File: config.mk
export PLATFORM = sky130hd
export DESIGN_NAME = adc_ladder_key_press_classifier_core
export DESIGN_NICKNAME = d
export VERILOG_FILES = /design/src/design/kpc_pkg.sv /design/src/design/adc_ladder_key_press_classifier_core.sv /design/src/design/kpc_cfg_regs.sv /design/src/design/kpc_tracker.sv
export SDC_FILE = /design/constraint.sdc
export NUM_CORES = 1
export LEC_CHECK = 0
export BUFFER_PORTS_ARGS = -buffer_cell sky130_fd_sc_hd__buf_2
export CORE_MARGIN = 10
export CORE_UTILIZATION = 60
export CTS_BUF_LIST = sky130_fd_sc_hd__clkbuf_8 sky130_fd_sc_hd__clkbuf_16
export DETAILED_ROUTE_END_ITERATION = 10
export PLACE_DENSITY = 0.8
export SLEW_MARGIN = 5
export SYNTH_ARGS = -nofsm -noshare
export SYNTH_HDL_FRONTEND = slang
export SYNTH_SLANG_ARGS = --single-unit
export TNS_END_PERCENT = 5
File: constraint.sdc
create_clock -name clk -period 2.4 [get_ports clk]
set_input_delay 0.6 -clock clk [delete_from_list [all_inputs] [get_ports clk]]
set_output_delay 0.6 -clock clk [all_outputs]
set_load 0.01 [all_outputs]
File: src/design/kpc_pkg.sv
`timescale 1ns / 1ps
// ----------------------------------------------------------------------------
// kpc_pkg
// Shared types and constants of the ladder keypad press classifier.
// ----------------------------------------------------------------------------
package kpc_pkg;

  // configuration register indexes
  localparam int CFG_INDEX_BITS = 3;
  typedef enum logic [CFG_INDEX_BITS-1:0] {
    REG_LEVEL0_LIMIT     = 3'd0,
    REG_LEVEL1_LIMIT     = 3'd1,
    REG_LEVEL2_LIMIT     = 3'd2,
    REG_LEVEL3_LIMIT     = 3'd3,
    REG_LONG_POLLS       = 3'd4,
    REG_VERY_LONG_POLLS  = 3'd5
  } cfg_reg_t;

  // reset values of the registers
  localparam int LEVEL0_LIMIT_RST    = 20;
  localparam int LEVEL1_LIMIT_RST    = 120;
  localparam int LEVEL2_LIMIT_RST    = 220;
  localparam int LEVEL3_LIMIT_RST    = 320;
  localparam int LONG_POLLS_RST      = 20;
  localparam int VERY_LONG_POLLS_RST = 100;

  // press class codes
  typedef enum logic [1:0] {
    CLASS_SHORT     = 2'd0,
    CLASS_LONG      = 2'd1,
    CLASS_VERY_LONG = 2'd2
  } press_class_t;

  // one result beat
  typedef struct packed {
    logic         key_valid;
    logic [1:0]   key_level;
    press_class_t press_class;
    logic         is_repeat;
  } kpc_result_t;

endpackage

File: src/design/adc_ladder_key_press_classifier_core.sv
`timescale 1ns / 1ps
// ----------------------------------------------------------------------------
// adc_ladder_key_press_classifier_core
// Resistor ladder keypad classifier with short, long and very long press.
// ----------------------------------------------------------------------------
// Takes one ADC sample per cycle while in_stall is low and returns exactly one
// result beat per sample, offered on out_valid once the sample has passed the
// input register and the result register: the sample is registered, then level
// decode, press tracking and the release report are worked out in one pass and
// registered at the output. Throughput is one sample per clock while out_stall
// is low; while a finished result is held by out_stall, the input register
// takes at most one more beat and then in_stall rises until the result is taken.
// key_valid marks a release report; a released poll that directly follows it
// repeats it once with is_repeat set. Write configuration only while idle.
module adc_ladder_key_press_classifier_core
  import kpc_pkg::*;
#(
  parameter int SAMPLE_BITS = 9,
  parameter int COUNT_BITS  = 7,
  localparam int DATA_BITS  = (SAMPLE_BITS > COUNT_BITS) ? SAMPLE_BITS : COUNT_BITS
) (
  input  logic                      clk,
  input  logic                      rst,
  input  logic                      cfg_write,
  input  logic [CFG_INDEX_BITS-1:0] cfg_index,
  input  logic [DATA_BITS-1:0]      cfg_data,
  input  logic                      in_valid,
  output logic                      in_stall,
  input  logic [SAMPLE_BITS-1:0]    adc_sample,
  output logic                      out_valid,
  input  logic                      out_stall,
  output logic                      key_valid,
  output logic [1:0]                key_level,
  output logic [1:0]                press_class,
  output logic                      is_repeat
);

  logic [SAMPLE_BITS-1:0] level0_limit;
  logic [SAMPLE_BITS-1:0] level1_limit;
  logic [SAMPLE_BITS-1:0] level2_limit;
  logic [SAMPLE_BITS-1:0] level3_limit;
  logic [COUNT_BITS-1:0]  long_press_polls;
  logic [COUNT_BITS-1:0]  very_long_press_polls;

  logic                   s1_valid;
  logic [SAMPLE_BITS-1:0] s1_sample;
  logic                   advance;
  logic                   step;
  kpc_result_t            result;

  // configuration registers
  kpc_cfg_regs #(
    .SAMPLE_BITS (SAMPLE_BITS),
    .COUNT_BITS  (COUNT_BITS),
    .DATA_BITS   (DATA_BITS)
  ) u_cfg (
    .clk                   (clk),
    .rst                   (rst),
    .cfg_write             (cfg_write),
    .cfg_index             (cfg_index),
    .cfg_data              (cfg_data),
    .level0_limit          (level0_limit),
    .level1_limit          (level1_limit),
    .level2_limit          (level2_limit),
    .level3_limit          (level3_limit),
    .long_press_polls      (long_press_polls),
    .very_long_press_polls (very_long_press_polls)
  );

  // pipeline flow control
  assign advance  = !out_valid || !out_stall;
  assign in_stall = s1_valid && !advance;
  assign step     = s1_valid && advance;

  // input register
  always_ff @(posedge clk) begin
    if (rst) begin
      s1_valid <= 1'b0;
    end else if (!in_stall) begin
      s1_valid <= in_valid;
    end
  end

  always_ff @(posedge clk) begin
    if (in_valid && !in_stall) begin
      s1_sample <= adc_sample;
    end
  end

  // per poll decode and press tracking
  kpc_tracker #(
    .SAMPLE_BITS (SAMPLE_BITS),
    .COUNT_BITS  (COUNT_BITS)
  ) u_tracker (
    .clk                   (clk),
    .rst                   (rst),
    .step                  (step),
    .sample                (s1_sample),
    .level0_limit          (level0_limit),
    .level1_limit          (level1_limit),
    .level2_limit          (level2_limit),
    .level3_limit          (level3_limit),
    .long_press_polls      (long_press_polls),
    .very_long_press_polls (very_long_press_polls),
    .result                (result)
  );

  // result register
  always_ff @(posedge clk) begin
    if (rst) begin
      out_valid <= 1'b0;
    end else if (advance) begin
      out_valid <= s1_valid;
    end
  end

  always_ff @(posedge clk) begin
    if (step) begin
      key_valid   <= result.key_valid;
      key_level   <= result.key_level;
      press_class <= result.press_class;
      is_repeat   <= result.is_repeat;
    end
  end

`ifndef SYNTHESIS
  // a repeat is always a report
  a_repeat_is_report: assert property (@(posedge clk) disable iff (rst)
    out_valid && is_repeat |-> key_valid)
    else $error("repeat beat without key_valid");

  // beats without a report carry zero fields
  a_quiet_beat_zero: assert property (@(posedge clk) disable iff (rst)
    out_valid && !key_valid |-> key_level == 2'd0 && press_class == 2'd0 && !is_repeat)
    else $error("non-report beat carries data");

  // an accepted sample lands in the input register
  a_accept_loads: assert property (@(posedge clk) disable iff (rst)
    in_valid && !in_stall |=> s1_valid)
    else $error("accepted sample lost");

  // a held input beat never drops while the output is stalled
  a_hold_on_stall: assert property (@(posedge clk) disable iff (rst)
    s1_valid && out_valid && out_stall |=> s1_valid && out_valid)
    else $error("beat dropped under stall");
`endif

endmodule

File: src/design/kpc_cfg_regs.sv
`timescale 1ns / 1ps
// ----------------------------------------------------------------------------
// kpc_cfg_regs
// Threshold and press length registers, written through a plain write port.
// ----------------------------------------------------------------------------
module kpc_cfg_regs
  import kpc_pkg::*;
#(
  parameter int SAMPLE_BITS = 9,
  parameter int COUNT_BITS  = 7,
  parameter int DATA_BITS   = 9
) (
  input  logic                      clk,
  input  logic                      rst,
  input  logic                      cfg_write,
  input  logic [CFG_INDEX_BITS-1:0] cfg_index,
  input  logic [DATA_BITS-1:0]      cfg_data,
  output logic [SAMPLE_BITS-1:0]    level0_limit,
  output logic [SAMPLE_BITS-1:0]    level1_limit,
  output logic [SAMPLE_BITS-1:0]    level2_limit,
  output logic [SAMPLE_BITS-1:0]    level3_limit,
  output logic [COUNT_BITS-1:0]     long_press_polls,
  output logic [COUNT_BITS-1:0]     very_long_press_polls
);

  logic [SAMPLE_BITS-1:0] sample_value;
  logic [COUNT_BITS-1:0]  count_value;

  // data masked to each register width
  assign sample_value = SAMPLE_BITS'(cfg_data);
  assign count_value  = COUNT_BITS'(cfg_data);

  // register file, unknown indexes are ignored
  always_ff @(posedge clk) begin
    if (rst) begin
      level0_limit          <= SAMPLE_BITS'(LEVEL0_LIMIT_RST);
      level1_limit          <= SAMPLE_BITS'(LEVEL1_LIMIT_RST);
      level2_limit          <= SAMPLE_BITS'(LEVEL2_LIMIT_RST);
      level3_limit          <= SAMPLE_BITS'(LEVEL3_LIMIT_RST);
      long_press_polls      <= COUNT_BITS'(LONG_POLLS_RST);
      very_long_press_polls <= COUNT_BITS'(VERY_LONG_POLLS_RST);
    end else if (cfg_write) begin
      case (cfg_index)
        REG_LEVEL0_LIMIT:    level0_limit          <= sample_value;
        REG_LEVEL1_LIMIT:    level1_limit          <= sample_value;
        REG_LEVEL2_LIMIT:    level2_limit          <= sample_value;
        REG_LEVEL3_LIMIT:    level3_limit          <= sample_value;
        REG_LONG_POLLS:      long_press_polls      <= count_value;
        REG_VERY_LONG_POLLS: very_long_press_polls <= count_value;
        default: begin
        end
      endcase
    end
  end

endmodule

File: src/design/kpc_tracker.sv
`timescale 1ns / 1ps
// ----------------------------------------------------------------------------
// kpc_tracker
// Ladder level decode, hold tracking and release report for one poll.
// ----------------------------------------------------------------------------
module kpc_tracker
  import kpc_pkg::*;
#(
  parameter int SAMPLE_BITS = 9,
  parameter int COUNT_BITS  = 7
) (
  input  logic                   clk,
  input  logic                   rst,
  input  logic                   step,
  input  logic [SAMPLE_BITS-1:0] sample,
  input  logic [SAMPLE_BITS-1:0] level0_limit,
  input  logic [SAMPLE_BITS-1:0] level1_limit,
  input  logic [SAMPLE_BITS-1:0] level2_limit,
  input  logic [SAMPLE_BITS-1:0] level3_limit,
  input  logic [COUNT_BITS-1:0]  long_press_polls,
  input  logic [COUNT_BITS-1:0]  very_long_press_polls,
  output kpc_result_t            result
);

  logic                  held_valid;
  logic [1:0]            held_level;
  logic [COUNT_BITS-1:0] press_count;
  logic                  repeat_pending;
  logic [1:0]            repeat_level;
  press_class_t          repeat_class;

  logic                  held_valid_next;
  logic [1:0]            held_level_next;
  logic [COUNT_BITS-1:0] press_count_next;
  logic                  repeat_pending_next;
  logic [1:0]            repeat_level_next;
  press_class_t          repeat_class_next;

  logic                  released;
  logic [1:0]            level;
  press_class_t          cls;

  // first threshold above the sample wins
  always_comb begin
    released = 1'b0;
    level    = 2'd0;
    priority if (sample < level0_limit) level = 2'd0;
    else if (sample < level1_limit)     level = 2'd1;
    else if (sample < level2_limit)     level = 2'd2;
    else if (sample < level3_limit)     level = 2'd3;
    else                                released = 1'b1;
  end

  // class from the count before this poll
  always_comb begin
    priority if (press_count > very_long_press_polls) cls = CLASS_VERY_LONG;
    else if (press_count > long_press_polls)          cls = CLASS_LONG;
    else                                              cls = CLASS_SHORT;
  end

  // report and next state
  always_comb begin
    result              = '0;
    result.press_class  = CLASS_SHORT;
    held_valid_next     = held_valid;
    held_level_next     = held_level;
    press_count_next    = press_count;
    repeat_pending_next = repeat_pending;
    repeat_level_next   = repeat_level;
    repeat_class_next   = repeat_class;
    if (released) begin
      if (held_valid) begin
        result.key_valid    = 1'b1;
        result.key_level    = held_level;
        result.press_class  = cls;
        repeat_pending_next = 1'b1;
        repeat_level_next   = held_level;
        repeat_class_next   = cls;
      end else if (repeat_pending) begin
        result.key_valid    = 1'b1;
        result.key_level    = repeat_level;
        result.press_class  = repeat_class;
        result.is_repeat    = 1'b1;
        repeat_pending_next = 1'b0;
      end
      held_valid_next  = 1'b0;
      held_level_next  = 2'd0;
      press_count_next = '0;
    end else begin
      held_valid_next = 1'b1;
      held_level_next = level;
      // saturating poll count
      if (press_count != {COUNT_BITS{1'b1}}) begin
        press_count_next = press_count + COUNT_BITS'(1);
      end
    end
  end

  // state registers
  always_ff @(posedge clk) begin
    if (rst) begin
      held_valid     <= 1'b0;
      held_level     <= 2'd0;
      press_count    <= '0;
      repeat_pending <= 1'b0;
      repeat_level   <= 2'd0;
      repeat_class   <= CLASS_SHORT;
    end else if (step) begin
      held_valid     <= held_valid_next;
      held_level     <= held_level_next;
      press_count    <= press_count_next;
      repeat_pending <= repeat_pending_next;
      repeat_level   <= repeat_level_next;
      repeat_class   <= repeat_class_next;
    end
  end

endmodule

==> qor.csv <==
stage,metric,value,unit
worst_setup_path,arrival time at the worst endpoint,2600,ps
yosys,Synth cell types,39,
timing,Final min period,2360,ps
timing,final max-slew violation count,0,
timing,Final Hold Viols,0,
yosys,#FFs+latches synth,82,
placement,Buffers on Ports,33,
power_and_ir_drop,power per cell area,597,nW/um^2
power_and_ir_drop,Pint,2.14,mW
floorplan,die area,10700,sq um
placement,placed wire-length estimate,7200,um
finish,fin cells,608,
global_route,first-pass GRT wire length,16000,um
finish,Reg area,1790,sq um
yosys,"EDFF count, synth",15,
global_route,vias in the first global route,3340,
placement,Final GP Congestion,0.950,
yosys,Synth async-reset ratio,0,
finish,area growth from synthesis to layout,14.3,%
global_route,initial antenna violation count,0,
timing,Hold Slack,412,ps
clock_tree,TritonCTS clock tree,done,
clock_tree,Worst-path clk slew,80,ps
worst_setup_path,critical path's most frequent cell,nor2_1,
power_and_ir_drop,Clock power frac,0.376,
power_and_ir_drop,combinational power share,0.106,
global_route,gr usage total,0.193,
run,max_cap viols,0,
worst_setup_path,crit-path cells,"ha_1, nand2_2, nor2_1, a41oi_2, a22oi_2, buf_4, nand4_1, buf_6, mux2i_1, nor2_1",
floorplan,Die Wd,103,um
timing,f_max,424,MHz
routing,vias after detailed routing,3445,
finish,Final Core Density,0.704,
clock_tree,"Clk Latency, worst-skew pair",360,ps
power_and_ir_drop,switching pwr,0.702,mW
worst_setup_path,crit path max-delay cell type,edfxtp_1,
timing,clock skew,10.1,ps
floorplan,Initial Util,0.616,
finish,layout cells sized above 1,0.144,
finish,Ant. Diodes,0,
yosys,Synth Cell Area,4160,sq um
worst_setup_path,critical path class,register to register,
status,run status,"complete, no violations",
routing,DRC viols,0,
power_and_ir_drop,peak supply drop,0.000484,V
finish,Filler cells,539,
clock_tree,CTS max path bufs,2,
yosys,Synth top cells by count,"90 x nand2_1, 67 x dfxtp_1, 50 x inv_1",
floorplan,Rows,30,
clock_tree,CTS Buf Count,9,
yosys,Yosys top cell by area,dfxtp_1,
worst_setup_path,WP data required,2650,ps
worst_setup_path,CP startpoint kind,register,
routing,First DRT Iteration DRCs,138,
finish,area of the multi-input gates,2200,sq um
yosys,area share of the largest cell type after synthesis,0.322,
timing,RSZ-0062 raised after global routing,true,
power_and_ir_drop,Lkg Pwr,2.03,nW
clock_tree,htree depth,3,
routing,vias per inst,5.67,
yosys,Syn Area/Cell,8.67,sq um
global_route,largest net degree at the start of global routing,31,
yosys,"top cells by area, synth","dfxtp_1 32%, ha_1 14%, edfxtp_1 11%",
timing,Worst-Margin Slew,561,ps
yosys,post-synthesis cell count,480,
floorplan,core area,6760,sq um
worst_setup_path,CP peak stage delay,530,ps
hold_path,Min-Delay Path Class,primary input to register,
global_route,gr ovfl total,0,
finish,number of nets in the layout,596,
routing,final wirelength,9870,um
floorplan,Ports,34,
placement,placed cell area,4450,sq um
clock_tree,CTS sink cnt,82,
timing,Max-slew headroom,0.626,
routing,WL per Instance,16.2,um
yosys,sequential element share of the synthesized area,0.431,
worst_setup_path,crit path capture type,register,
yosys,"count leader, synth",nand2_1,
power_and_ir_drop,Seq pwr share,0.518,
yosys,Mapped Nets,553,
timing,final setup violating endpoints,0,
finish,post-route cell area,4760,sq um
placement,post-placement cell count,589,
timing,Final Cycle Share,0.982,
power_and_ir_drop,Switching Fraction,0.247,
routing,Pre-antenna DRT Iters,4,
clock_tree,CTS root buf,clkbuf_8,
yosys,Synth Flop Type,dfxtp_1,
floorplan,Die Ht,103,um
yosys,Synth warnings,0,
worst_setup_path,Worst Path Max Fanout,5,
routing,post-route ant nets,0,
[power by group through the flow]
stage | logic [mW] | clock network, mW | registers, mW
5_1_grt | 0.338 | 1.13 | 1.47
6_report | 0.300 | 1.07 | 1.47
3_5_place_dp | 0.273 | 0 | 1.50
2_1_floorplan | 0.171 | 0 | 1.50
4_1_cts | 0.275 | 1.07 | 1.47
3_3_place_gp | 0.264 | 0 | 1.50
[sequential cells by signal (all words and copies together), names as in the netlist, 2 cells and up]
| name | flops |
|---|---|
| u_cfg.long_press_polls | 7 |
| key_level | 2 |
| s1_sample | 9 |
| u_cfg.level3_limit | 9 |
| u_cfg.level2_limit | 9 |
| press_class | 2 |
| u_tracker.press_count | 7 |
| u_cfg.level1_limit | 9 |
| u_cfg.level0_limit | 9 |
| u_cfg.very_long_press_polls | 7 |
| u_tracker.repeat_class | 2 |
| u_tracker.repeat_level | 2 |
| u_tracker.held_level | 2 |
[kinds of logic after synthesis]
logic type / Yosys count / share of synthesized area
and+or+nand+nor: 172 / 0.187
AOI/OAI and AO/OA: 99 / 0.146
DFF: 82 / 0.431
buffers and inverters: 65 / 0.0589
adders and majority gates: 47 / 0.141
muxes: 15 / 0.0361
[path summary, 6_finish.rpt]
kind                          from                         to  slack [ps]  depth (start not counted)
max reg2reg           s1_sample[7]  u_tracker.repeat_level[1]          40                         10
min                  adc_sample[0]               s1_sample[0]         410                          1
min reg2reg  u_cfg.level0_limit[0]      u_cfg.level0_limit[0]         450                          2
max                   s1_sample[7]  u_tracker.repeat_level[1]          40                         10
[per-layer routing]
layer  vias to the layer above  global-route usage  wire (um)
li1                       1747                   -          -
met5                         -                   0          0
met1                      1591               0.232       4190
met4                         0              0.0620        193
met2                        90               0.322       4900
met3                        17              0.0571        586
[critical path, delay by kind of cell, from the launching register on]
family	cells	cell delay, ps
flops	1	530
compound gates	2	470
fa+ha+maj	1	380
simple gates	4	380
buf+inv	2	330
mux	1	150
[through the flow]
stage	worst slack, ps	setup TNS [ps]	total power, mW
after detailed placement	127	0	1.77
after global routing	-95.5	-351	2.94
after CTS	72.3	0	2.82
after floorplan	272	0	1.67
after global placement	167	0	1.76
final	43.4	0	2.84
[area by class of cell]
type / instances / share of cell area
multi-input cells: 333 / 0.462
flip-flops and latches: 82 / 0.377
repair buffers: 46 / 0.0560
inverters: 51 / 0.0402
clock buffers: 9 / 0.0260
well taps: 80 / 0.0210
clock inverters: 7 / 0.0179
[cells in the final DEF (no fill, tap or decap), types with 4 or more instances in the layout]
cell type and count:
nand2_1 88, dfxtp_1 67, inv_1 51, a21oi_1 45, ha_1 45, buf_2 33, nor2_1 28, o211ai_1 15
mux2i_1 15, edfxtp_1 15, buf_4 12, nand3_1 11, o21ai_0 11, nor2b_1 9, clkbuf_8 9, and3_1 8
nand4_1 7, nor3_1 5, and2_1 4, a211oi_1 4, o21ai_1 4
[timing repair]
item / in CTS / in global routing
hold buffers: 0 / 0
gates resized for setup: 0 / 15
setup endpoints to repair: 0 / 8
buffers inserted: 0 / 3
Note: power is estimated with default switching activity, not from simulation.
